[config.mk]
export PLATFORM = sky130hd
export DESIGN_NAME = thumb_fetch_branch_forward_unit
export DESIGN_NICKNAME = d
export VERILOG_FILES = /design/src/sv/tfbf_pkg.sv /design/src/sv/thumb_fetch_branch_forward_unit.sv /design/src/sv/tfbf_decode.sv
export SDC_FILE = /design/constraint.sdc
export NUM_CORES = 1
export LEC_CHECK = 0
export ABC_AREA = 1
export BUFFER_PORTS_ARGS = -buffer_cell sky130_fd_sc_hd__clkbuf_2
export CAP_MARGIN = 20
export CORE_MARGIN = 5
export CORE_UTILIZATION = 50
export DETAILED_ROUTE_END_ITERATION = 6
export GPL_TIMING_DRIVEN = 0
export PLACE_DENSITY = 0.81
export SLEW_MARGIN = 20
export SYNTH_ARGS = -nofsm -noshare
export SYNTH_HDL_FRONTEND = slang
export SYNTH_SLANG_ARGS = --single-unit
[constraint.sdc]
create_clock -name i_clk -period 3.6 [get_ports i_clk]
set_input_delay 0.9 -clock i_clk [delete_from_list [all_inputs] [get_ports i_clk]]
set_output_delay 0.9 -clock i_clk [all_outputs]
set_load 0.005 [all_outputs]
[src/sv/tfbf_pkg.sv]
package tfbf_pkg;

    localparam int unsigned XLEN = 32;
    localparam int unsigned HLEN = 16;

    localparam logic OP_FETCH = 1'b0;
    localparam logic OP_FLUSH = 1'b1;

    localparam logic [1:0] ST_FETCHED = 2'd0;
    localparam logic [1:0] ST_HAZARD  = 2'd1;
    localparam logic [1:0] ST_ARM     = 2'd2;
    localparam logic [1:0] ST_FLUSHED = 2'd3;

    localparam logic [1:0] CFG_HAZARD_ADDR = 2'd0;
    localparam logic [1:0] CFG_HAZARD_INST = 2'd1;
    localparam logic [1:0] CFG_BUBBLE_ADDR = 2'd2;
    localparam logic [1:0] CFG_NOP_INST    = 2'd3;

    localparam logic [XLEN-1:0] HAZARD_LIMIT = 32'hF000_0000;
    localparam logic [XLEN-1:0] BT4_ONES     = 32'hF000_9000;
    localparam logic [XLEN-1:0] BT4_ZEROS    = 32'h0800_4000;
    localparam logic [XLEN-1:0] BL_ONES      = 32'hF000_D000;
    localparam logic [XLEN-1:0] BL_ZEROS     = 32'h0800_0000;
    localparam logic [XLEN-1:0] BT2_ONES     = 32'h0000_E000;
    localparam logic [XLEN-1:0] BT2_ZEROS    = 32'h0000_1000;
    localparam logic [XLEN-1:0] BX_ONES      = 32'h0000_4700;
    localparam logic [XLEN-1:0] BX_ZEROS     = 32'h0000_B880;
    localparam logic [XLEN-1:0] ALIGN_MASK   = 32'hFFFF_FFFE;

    typedef struct packed {
        logic [XLEN-1:0] hazard_addr;
        logic [XLEN-1:0] hazard_inst;
        logic [XLEN-1:0] bubble_addr;
        logic [XLEN-1:0] nop_inst;
    } t_cfg;

    typedef struct packed {
        logic [XLEN-1:0] stage_pc;
        logic [XLEN-1:0] stage_inst;
        logic [XLEN-1:0] next_pc;
        logic [1:0]      status;
    } t_result;

    function automatic logic bits_match(input logic [XLEN-1:0] w,
                                        input logic [XLEN-1:0] ones,
                                        input logic [XLEN-1:0] zeros);
        return ((w & ones) == ones) && ((~w & zeros) == zeros);
    endfunction

endpackage

[src/sv/thumb_fetch_branch_forward_unit.sv]
// Thumb-2 fetch stage with early branch redirect.
// A transaction is held in the input register, then moves into the output register when it advances.
// Throughput: one transaction per cycle while the output is not stalled; the fetch PC loop closes in the decode stage.
// Reset (synchronous, active low) clears fetch PC, config registers and both valid flags.
// Output stall reaches o_in_stall in the same cycle once both registers hold a transaction.
module thumb_fetch_branch_forward_unit (
    input  logic                      i_clk,
    input  logic                      i_rst_n,

    input  logic                      i_cfg_we,
    input  logic [1:0]                i_cfg_index,
    input  logic [tfbf_pkg::XLEN-1:0] i_cfg_data,

    input  logic                      i_in_valid,
    output logic                      o_in_stall,
    input  logic                      i_opcode,
    input  logic [tfbf_pkg::HLEN-1:0] i_first_half,
    input  logic [tfbf_pkg::HLEN-1:0] i_second_half,
    input  logic                      i_thumb_state,
    input  logic [tfbf_pkg::XLEN-1:0] i_branch_reg_value,
    input  logic [tfbf_pkg::XLEN-1:0] i_flush_pc,

    output logic                      o_out_valid,
    input  logic                      i_out_stall,
    output logic [tfbf_pkg::XLEN-1:0] o_stage_pc,
    output logic [tfbf_pkg::XLEN-1:0] o_stage_inst,
    output logic [tfbf_pkg::XLEN-1:0] o_next_fetch_pc,
    output logic [1:0]                o_status
);

    tfbf_pkg::t_cfg            r_cfg;
    logic [tfbf_pkg::XLEN-1:0] r_fetch_pc;

    logic                      r_in_valid;
    logic                      r_in_opcode;
    logic [tfbf_pkg::HLEN-1:0] r_in_first_half;
    logic [tfbf_pkg::HLEN-1:0] r_in_second_half;
    logic                      r_in_thumb;
    logic [tfbf_pkg::XLEN-1:0] r_in_reg_value;
    logic [tfbf_pkg::XLEN-1:0] r_in_flush_pc;

    logic                      r_out_valid;
    tfbf_pkg::t_result         r_out;
    tfbf_pkg::t_result         n_out;

    logic                      in_accept;
    logic                      advance;

    assign advance    = r_in_valid && (!r_out_valid || !i_out_stall);
    assign o_in_stall = r_in_valid && !advance;
    assign in_accept  = i_in_valid && !o_in_stall;

    always_ff @(posedge i_clk) begin
        if (!i_rst_n) begin
            r_cfg <= '0;
        end else if (i_cfg_we) begin
            case (i_cfg_index)
                tfbf_pkg::CFG_HAZARD_ADDR: r_cfg.hazard_addr <= i_cfg_data;
                tfbf_pkg::CFG_HAZARD_INST: r_cfg.hazard_inst <= i_cfg_data;
                tfbf_pkg::CFG_BUBBLE_ADDR: r_cfg.bubble_addr <= i_cfg_data;
                tfbf_pkg::CFG_NOP_INST:    r_cfg.nop_inst    <= i_cfg_data;
                default: ;
            endcase
        end
    end

    always_ff @(posedge i_clk) begin
        if (!i_rst_n) begin
            r_in_valid <= 1'b0;
        end else if (in_accept) begin
            r_in_valid <= 1'b1;
        end else if (advance) begin
            r_in_valid <= 1'b0;
        end
    end

    always_ff @(posedge i_clk) begin
        if (in_accept) begin
            r_in_opcode      <= i_opcode;
            r_in_first_half  <= i_first_half;
            r_in_second_half <= i_second_half;
            r_in_thumb       <= i_thumb_state;
            r_in_reg_value   <= i_branch_reg_value;
            r_in_flush_pc    <= i_flush_pc;
        end
    end

    tfbf_decode u_decode (
        .i_opcode           (r_in_opcode),
        .i_first_half       (r_in_first_half),
        .i_second_half      (r_in_second_half),
        .i_thumb_state      (r_in_thumb),
        .i_branch_reg_value (r_in_reg_value),
        .i_flush_pc         (r_in_flush_pc),
        .i_fetch_pc         (r_fetch_pc),
        .i_cfg              (r_cfg),
        .o_result           (n_out)
    );

    // fetch PC moves together with the result register
    always_ff @(posedge i_clk) begin
        if (!i_rst_n) begin
            r_fetch_pc  <= '0;
            r_out_valid <= 1'b0;
        end else begin
            if (advance) begin
                r_fetch_pc  <= n_out.next_pc;
                r_out_valid <= 1'b1;
            end else if (!i_out_stall) begin
                r_out_valid <= 1'b0;
            end
        end
    end

    always_ff @(posedge i_clk) begin
        if (advance) begin
            r_out <= n_out;
        end
    end

    assign o_out_valid     = r_out_valid;
    assign o_stage_pc      = r_out.stage_pc;
    assign o_stage_inst    = r_out.stage_inst;
    assign o_next_fetch_pc = r_out.next_pc;
    assign o_status        = r_out.status;

    a_pc_tracks_output: assert property (@(posedge i_clk) disable iff (!i_rst_n)
        r_out_valid |-> r_out.next_pc == r_fetch_pc)
        else $error("fetch PC diverged from pending result");

    a_flush_loads_pc: assert property (@(posedge i_clk) disable iff (!i_rst_n)
        advance && r_in_opcode == tfbf_pkg::OP_FLUSH |=> r_fetch_pc == $past(r_in_flush_pc))
        else $error("flush did not load fetch PC");

    a_full_accept_drains: assert property (@(posedge i_clk) disable iff (!i_rst_n)
        in_accept && r_in_valid |-> advance)
        else $error("input register overwritten without draining");

    a_advance_fills_out: assert property (@(posedge i_clk) disable iff (!i_rst_n)
        advance |=> r_out_valid)
        else $error("result lost after advance");

endmodule

[src/sv/tfbf_decode.sv]
module tfbf_decode (
    input  logic                         i_opcode,
    input  logic [tfbf_pkg::HLEN-1:0]    i_first_half,
    input  logic [tfbf_pkg::HLEN-1:0]    i_second_half,
    input  logic                         i_thumb_state,
    input  logic [tfbf_pkg::XLEN-1:0]    i_branch_reg_value,
    input  logic [tfbf_pkg::XLEN-1:0]    i_flush_pc,
    input  logic [tfbf_pkg::XLEN-1:0]    i_fetch_pc,
    input  tfbf_pkg::t_cfg               i_cfg,
    output tfbf_pkg::t_result            o_result
);

    logic [tfbf_pkg::XLEN-1:0] base;
    logic [tfbf_pkg::XLEN-1:0] wide_word;
    logic [tfbf_pkg::XLEN-1:0] narrow_word;
    logic [tfbf_pkg::XLEN-1:0] wide_off;
    logic [tfbf_pkg::XLEN-1:0] narrow_off;
    logic                      is_wide;
    logic                      s_bit;
    logic                      i1;
    logic                      i2;

    assign base        = i_fetch_pc + 32'd4;
    assign wide_word   = {i_first_half, i_second_half};
    assign narrow_word = {16'h0000, i_first_half};
    assign is_wide     = i_first_half[15:11] inside {5'b11101, 5'b11110, 5'b11111};

    // S comes from bit 26; J1/J2 fold into I1/I2
    assign s_bit    = wide_word[26];
    assign i1       = ~(wide_word[13] ^ s_bit);
    assign i2       = ~(wide_word[11] ^ s_bit);
    assign wide_off = {{8{s_bit}}, i1, i2, wide_word[25:16], wide_word[10:0], 1'b0};
    assign narrow_off = {{20{narrow_word[10]}}, narrow_word[10:0], 1'b0};

    always_comb begin
        o_result = '0;
        if (i_opcode == tfbf_pkg::OP_FLUSH) begin
            o_result.stage_pc   = i_cfg.bubble_addr;
            o_result.stage_inst = i_cfg.nop_inst;
            o_result.next_pc    = i_flush_pc;
            o_result.status     = tfbf_pkg::ST_FLUSHED;
        end else if (i_fetch_pc > tfbf_pkg::HAZARD_LIMIT) begin
            o_result.stage_pc   = i_cfg.hazard_addr;
            o_result.stage_inst = i_cfg.hazard_inst;
            o_result.next_pc    = i_cfg.hazard_addr;
            o_result.status     = tfbf_pkg::ST_HAZARD;
        end else if (!i_thumb_state) begin
            o_result.next_pc = i_fetch_pc;
            o_result.status  = tfbf_pkg::ST_ARM;
        end else begin
            o_result.stage_pc = base;
            o_result.status   = tfbf_pkg::ST_FETCHED;
            if (is_wide) begin
                o_result.stage_inst = wide_word;
                if (tfbf_pkg::bits_match(wide_word, tfbf_pkg::BT4_ONES, tfbf_pkg::BT4_ZEROS) ||
                    tfbf_pkg::bits_match(wide_word, tfbf_pkg::BL_ONES, tfbf_pkg::BL_ZEROS)) begin
                    o_result.next_pc = base + wide_off;
                end else begin
                    o_result.next_pc = base;
                end
            end else begin
                o_result.stage_inst = narrow_word;
                if (tfbf_pkg::bits_match(narrow_word, tfbf_pkg::BT2_ONES,
                                         tfbf_pkg::BT2_ZEROS)) begin
                    o_result.next_pc = base + narrow_off;
                end else if (tfbf_pkg::bits_match(narrow_word, tfbf_pkg::BX_ONES,
                                                  tfbf_pkg::BX_ZEROS)) begin
                    o_result.next_pc = i_branch_reg_value & tfbf_pkg::ALIGN_MASK;
                end else begin
                    o_result.next_pc = i_fetch_pc + 32'd2;
                end
            end
        end
    end

endmodule
==> impl_metrics.toml, run 1 <==
[detailed_routing]
drc = 3
wl_um = 90200
postRouteAntennaNets = 0
wl_per_cell_um = 26.2
vias = 20900
met2WireLength_um = 39500
dr.pass1.iters = 7
viasPerCell = 6.07
first_iter_violations = 2839
route.met3.wl_um = 10100
wl_met1_um = 34900
highest_layer = "met5"

[setup_path]
crit_required_ns = 4.05
worstPathCellList = "ha_4, nand3_4, inv_4, nand2_8, inv_4, nand3_4, xor2_1, inv_2, buf_12, ha_4, nand2_2, nor2_1, nor2_1, o21ai_4, nand2_1, nand2_1, o21ai_0, o211ai_1, nand3_2, nand3_1, o21ai_0, inv_1"
crit_fanout = 6
crit_buf_inv = 5
cp_slowest_stage_delay_ns = 0.40
worstPathArrival_ns = 4.22
slowest_stage = "dfxtp_4"
start_kind = "flop"
crit_type = "flop to flop"
end_kind = "flop"
path_delay_family = "simple AND/OR/NAND/NOR gates"

[power_and_ir_drop]
ir_worst_vdd_uv = 446
power-per-cell-area_nw_per_um2 = 416
p_leak_nw = 10.9

[layout]
stdcell_area_um2 = 26000
nets = 3100
stdcell_count = 3441
diodes = 0
postLayoutCoreUtil = 0.671
area_delta_synth_final_pct = 32.2
drive_above_1_share = 0.285

[floorplanning]
start_util = 0.507
fp.coreArea_um2 = 38800
ios = 237
die_h_um = 208
die_w_um = 208
row_count = 72
die_area_um2 = 43500

[cts]
tritoncts = "done"
root_buffer = "clkbuf_16"
cts_buffers = 37
cts-htree-levels = 2
clk_latency_ns = 0.58
clk_pin_slew_worst_paths_ns = 0.08
clock_sinks = 357
clockBufferDepth = 3
hold_buffers = 0

[run]
drv_cap = 0

[logic_synthesis]
ys_async_sr_fraction = 0
synth_edf_count = 195
ys_ff_latch = 357
synth_area_um2 = 19700
syn_inst = 2501
ys_seq_area_frac = 0.462
synth_area_per_cell_um2 = 7.88
ys_types = 52
synth_warnings = 0
ys_dominant_reg_cell = "edfxtp_1"
syn-num-nets = 2706

[placement]
portBuffers = 235
routabilityCongestion = 1.01
dp.cells = 3256
hpwl_um = 68800
post_dp_cell_area_um2 = 21600

[sta]
period_minus_slack_ns = 3.76
whs_ns = 0.451
relSlewSlack = 0.254
tns_ns = -1.11
maxSlewViolCount = 0
fin_crit_sh = 1.05
max_freq_mhz = 266
skew_ns = 0.0280
finalSetupViolations = 23
hold_violations = 0
layout_setup_ws_ns = -0.164
rsz0062_at_grt = "yes"
worst_slew_pin_slew_ns = 1.12

[global_routing]
grt_pass1_vias = 19700
antenna_found_initial = 4
grt-ovfl-total = 0
grt_max_degree = 78
grt_pass1_wl_um = 128000
grtUsageTotal = 0.395

[min_path]
hp-class = "flop to flop"

[run_status]
violations = "DRC, setup timing"
status = "complete, but fails checks"
## cells in the mapped netlist, types with 3 or more instances
| cell type | number | share of area |
|---|---|---|
| nand2_1 | 463 | 0.088 |
| o21ai_0 | 280 | 0.071 |
| nor2_1 | 279 | 0.053 |
| inv_1 | 268 | 0.051 |
| a21oi_1 | 240 | 0.061 |
| edfxtp_1 | 195 | 0.30 |
| dfxtp_1 | 162 | 0.16 |
| nand3_1 | 122 | 0.031 |
| clkbuf_1 | 80 | 0.015 |
| ha_1 | 66 | 0.042 |
| xor2_1 | 47 | 0.021 |
| o211ai_1 | 27 | 0.010 |
| nand4_1 | 24 | 0.0076 |
| nor3_1 | 21 | 0.0053 |
| a31oi_1 | 20 | 0.0064 |
| buf_2 | 20 | 0.0051 |
| a22oi_1 | 18 | 0.0069 |
| o21ai_1 | 16 | 0.0041 |
| o221ai_1 | 15 | 0.0067 |
| o22ai_1 | 13 | 0.0041 |
| nand2_2 | 12 | 0.0038 |
| nor4_1 | 11 | 0.0035 |
| o21bai_1 | 9 | 0.0034 |
| inv_2 | 8 | 0.0015 |
| xnor2_1 | 8 | 0.0036 |
| buf_1 | 7 | 0.0013 |
| nor2_2 | 7 | 0.0022 |
| or2_2 | 7 | 0.0022 |
| nand3_2 | 6 | 0.0030 |
| a21o_1 | 5 | 0.0019 |
| buf_4 | 5 | 0.0019 |
| nor2_4 | 4 | 0.0023 |
| a21boi_0 | 3 | 0.0011 |
| o2111ai_1 | 3 | 0.0013 |
| o31ai_1 | 3 | 0.0011 |
| or2_1 | 3 | 0.00095 |
## worst min-delay path, cell delays in order, from the launching register on
cell and delay [ns]:
dfxtp_1 0.29, inv_1 0.05, a21oi_1 0.06
## per-layer routing
layer / GRT usage / vias up
li1: - / 9274
met1: 0.544 / 9964
met2: 0.595 / 1378
met3: 0.0691 / 263
met4: 0.210 / 2
met5: 0 / -
## power breakdown
group          leakage (nW)  switching, W  internal, W  total [W]
logic                  7.13       0.00153     0.000823    0.00235
registers              3.22      0.000180      0.00456    0.00474
clock network         0.564       0.00173      0.00202    0.00375
total                  10.9       0.00344      0.00740     0.0108
## layout by cell type, fill, tap and decap left out, types with 37 or more instances in the layout
master	count
nand2_1	390
inv_1	240
o21ai_0	238
clkbuf_2	235
nor2_1	234
a21oi_1	199
edfxtp_1	195
dfxtp_1	142
buf_4	100
nand3_1	92
clkbuf_1	88
nand2_2	64
clkbuf_16	37
## registers in the layout, indices dropped and copies added (netlist names), 2 cells and up
name and cells:
o_next_fetch_pc 32, o_status 2, r_fetch_pc 32, r_in_second_half 16, o_stage_pc 32, r_in_reg_value 31, r_in_first_half 16, o_stage_inst 32
r_in_flush_pc 32, r_cfg 128
## per-stage QoR
step,power (W),worst slack (ns)
after global routing,0.0112,-0.227
after floorplan,0.00578,0.103
final,0.0108,-0.164
after global placement,0.00654,-1.64
after detailed placement,0.00657,-1.60
after CTS,0.0105,-0.0230
## kinds of logic after synthesis
family	count (synthesis)	share of synthesized area
DFF	357	0.462
AOI/OAI and AO/OA	663	0.184
xor gates and xnor gates	57	0.0265
and+or+nand+nor	965	0.206
buffers and inverters	390	0.0769
adders and majority gates	68	0.0440
muxes	1	0.000508
## path summary, 6_finish.rpt
kind	depth (start not counted)	from	slack, ns	endpoint
hold / removal	2	r_cfg[9]$_SDFFE_PN0P_	0.45	r_cfg[9]$_SDFFE_PN0P_
setup / recovery	22	r_fetch_pc[3]$_SDFFE_PN0P_	-0.16	r_fetch_pc[17]$_SDFFE_PN0P_
setup reg to reg	22	r_fetch_pc[3]$_SDFFE_PN0P_	-0.16	r_fetch_pc[17]$_SDFFE_PN0P_
hold reg to reg	2	r_cfg[9]$_SDFFE_PN0P_	0.45	r_cfg[9]$_SDFFE_PN0P_
## cell type report
type,count,area (µm²)
fill,3231,12800
multi-input combinational,1754,11200
sequential,357,9160
timing repair buffer,356,2310
inverter,277,1070
clock buffer,51,1020
tap,518,648
buffer,112,505
clock inverter,16,149
## timing repair
item / 4_1_cts / 5_1_grt
gates resized for setup: 300 / 237
pin swaps: 61 / 108
setup buffers: 72 / 47
setup endpoints to repair: 58 / 48
(Power assumes the default switching activity.)
==> run 2: changes to the inputs <==
--- a/config.mk
+++ b/config.mk
@@ -10,6 +10,7 @@
 export CAP_MARGIN = 20
 export CORE_MARGIN = 5
 export CORE_UTILIZATION = 50
+export CTS_BUF_LIST = sky130_fd_sc_hd__clkbuf_4 sky130_fd_sc_hd__clkbuf_8 sky130_fd_sc_hd__clkbuf_16
 export DETAILED_ROUTE_END_ITERATION = 6
 export GPL_TIMING_DRIVEN = 0
 export PLACE_DENSITY = 0.81
==> run 2 against run 1 <==
Clock power rose by 2%. Cell count is 0.29% higher. Critical path depth shrank 1. The flow still finishes with violations (DRC, setup timing). Sequential power hardly changed. Highest routed layer is now met4.
==> impl_metrics.toml, run 2 (synthesis results as in run 1) <==
[setup_path]
worstPathArrival_ns = 4.27
cp_slowest_stage_delay_ns = 0.39
slowest_stage = "dfxtp_4"
crit_required_ns = 4.06
worstReg2RegStart = "r_fetch_pc[2]$_SDFFE_PN0P_"
worstPathCellList = "clkinvlp_4, nor2_4, nand2_4, nor2_4, buf_12, nand2_4, xor2_4, buf_4, ha_4, a21oi_2, o21ai_0, a21oi_1, nand3_2, o21ai_1, nand2_1, a21oi_2, nand2_2, nand2_4, nand3_4, o21ai_1, inv_1"
crit_start = "r_fetch_pc[2]$_SDFFE_PN0P_"
path_delay_family = "compound AO/OA/AOI/OAI gates"
start_kind = "flop"
cp_common_cell = "nand2_4"
crit_fanout = 5
end_kind = "flop"
crit_type = "flop to flop"
crit_buf_inv = 4

[min_path]
holdCritStartpoint = "r_cfg[25]$_SDFFE_PN0P_"
hp-class = "flop to flop"

[sta]
max_freq_mhz = 262
relSlewSlack = 0.224
layout_setup_ws_ns = -0.212
whs_ns = 0.450
fin_crit_sh = 1.06
period_minus_slack_ns = 3.81
hold_violations = 0
maxSlewViolCount = 0
worst_slew_pin_slew_ns = 1.16
skew_ns = 0.0263
tns_ns = -1.01
rsz0062_at_grt = "yes"
finalSetupViolations = 19

[cts]
clk_latency_ns = 0.58
root_buffer = "clkbuf_16"
clock_sinks = 357
tritoncts = "done"
cts-htree-levels = 2
clockBufferDepth = 3
cts_buffers = 37
clk_pin_slew_worst_paths_ns = 0.07

[global_routing]
grtUsageTotal = 0.395
grt-ovfl-total = 0
grt_pass1_wl_um = 128000
grt_max_degree = 78
grt_pass1_vias = 19600
antenna_found_initial = 3

[layout]
diodes = 0
regMostFlops = "r_cfg"
final_cell_mix = "379 x nand2_1, 236 x o21ai_0, 235 x inv_1, 235 x clkbuf_2, 232 x nor2_1"
layout_commonest_cell = "nand2_1"
fillers = 3177
drive_above_1_share = 0.304
area_delta_synth_final_pct = 33.9
largest_reg_flops = 128
nets = 3110

[power_and_ir_drop]
ir_worst_vdd_uv = 417
intPower_w = 0.00751
p_comb_frac = 0.222
p_switching_w = 0.00349
p_sw_frac = 0.318
power-per-cell-area_nw_per_um2 = 417
p_leak_nw = 11.1
p_clk_frac = 0.347
seq_power_share = 0.431

[run]
drv_cap = 0

[detailed_routing]
wl_um = 91600
first_iter_violations = 2826
viasPerCell = 6.13
postRouteAntennaNets = 0
dr.pass1.iters = 7
drc = 22
vias = 21200
wl_per_cell_um = 26.5

[floorplanning]
die_area_um2 = 43500
row_count = 72
die_h_um = 208
fp.coreArea_um2 = 38800
die_w_um = 208
start_util = 0.507
ios = 237

[run_status]
status = "complete, but fails checks"
violations = "DRC, setup timing"

[placement]
portBuffers = 235
routabilityCongestion = 1.01
place_worst_setup_slack_ns = -1.60
hpwl_um = 68800
==> run 2: cell types whose count changed in the layout (fill, tap and decap cells not counted), moves of 5 or more <==
cell,before,now
inv_1,240,235
nand2_1,390,379
ha_4,32,38
nand2_2,64,69
inv_2,27,32
clkbuf_1,88,79
nand3_2,29,34
ha_1,32,24
buf_4,100,106
clkbuf_4,2,11
buf_6,15,21
==> run 2: through the flow <==
step | util | power [W] | instances | cell area, µm²
finish | 0.679 | 0.0110 | 3451 | 26400
detailed placement | 0.556 | 0.00657 | 3256 | 21600
CTS | 0.637 | 0.0106 | 3395 | 24700
global placement | 0.554 | 0.00654 | 3254 | 21500
floorplan | - | 0.00578 | 2501 | 19700
global route | 0.679 | 0.0113 | 3451 | 26400
==> run 2: path summary, 6_finish.rpt <==
| kind | slack (ns) | depth (start not counted) | end |
|---|---|---|---|
| worst max-delay path | -0.21 | 21 | r_fetch_pc[24]$_SDFFE_PN0P_ |
| worst max register to register | -0.21 | 21 | r_fetch_pc[24]$_SDFFE_PN0P_ |
| worst min register to register | 0.45 | 2 | r_cfg[25]$_SDFFE_PN0P_ |
| worst min-delay path | 0.45 | 2 | r_cfg[25]$_SDFFE_PN0P_ |
==> run 2: layer usage <==
layer  vias up  part of all wire  GRT usage
met3       319              0.11     0.0652
met2      1472              0.43      0.593
met4         0             0.070      0.212
li1       9311                 -          -
met1     10100              0.38      0.549
met5         -                 0          0
==> run 2: timing repair <==
item / CTS / global route
resized for setup: 297 / 299
setup buffers: 73 / 57
setup endpoints to repair: 58 / 47
pin swaps: 58 / 119
hold buffers: 0 / 0
==> run 2: area by class of cell <==
class	count	area, µm²	area share
clock inverter	16	149	0.00564
sequential	357	9160	0.347
timing repair buffer	366	2390	0.0904
multi-input combinational	1754	11400	0.433
buffer	112	505	0.0192
inverter	277	1070	0.0405
tap	518	648	0.0246
clock buffer	51	1050	0.0398
==> run 2: power by group through the flow <==
stage                     clock network, W  logic, W  registers, W
after floorplan                          0   0.00104       0.00474
after global placement                   0   0.00172       0.00481
after detailed placement                 0   0.00176       0.00481
after CTS                          0.00383   0.00203       0.00473
after global routing               0.00402   0.00257       0.00475
final                              0.00382   0.00244       0.00474
==> run 2: worst register-to-register path, delay by kind of cell, from the launching register on <==
kind | cells | cell delay [ns]
adders and majority gates | 1 | 0.25
buffers and inverters | 4 | 0.53
xor gates and xnor gates | 1 | 0.27
DFF | 1 | 0.39
AOI/OAI and AO/OA | 6 | 1.18
and+or+nand+nor | 9 | 1.05
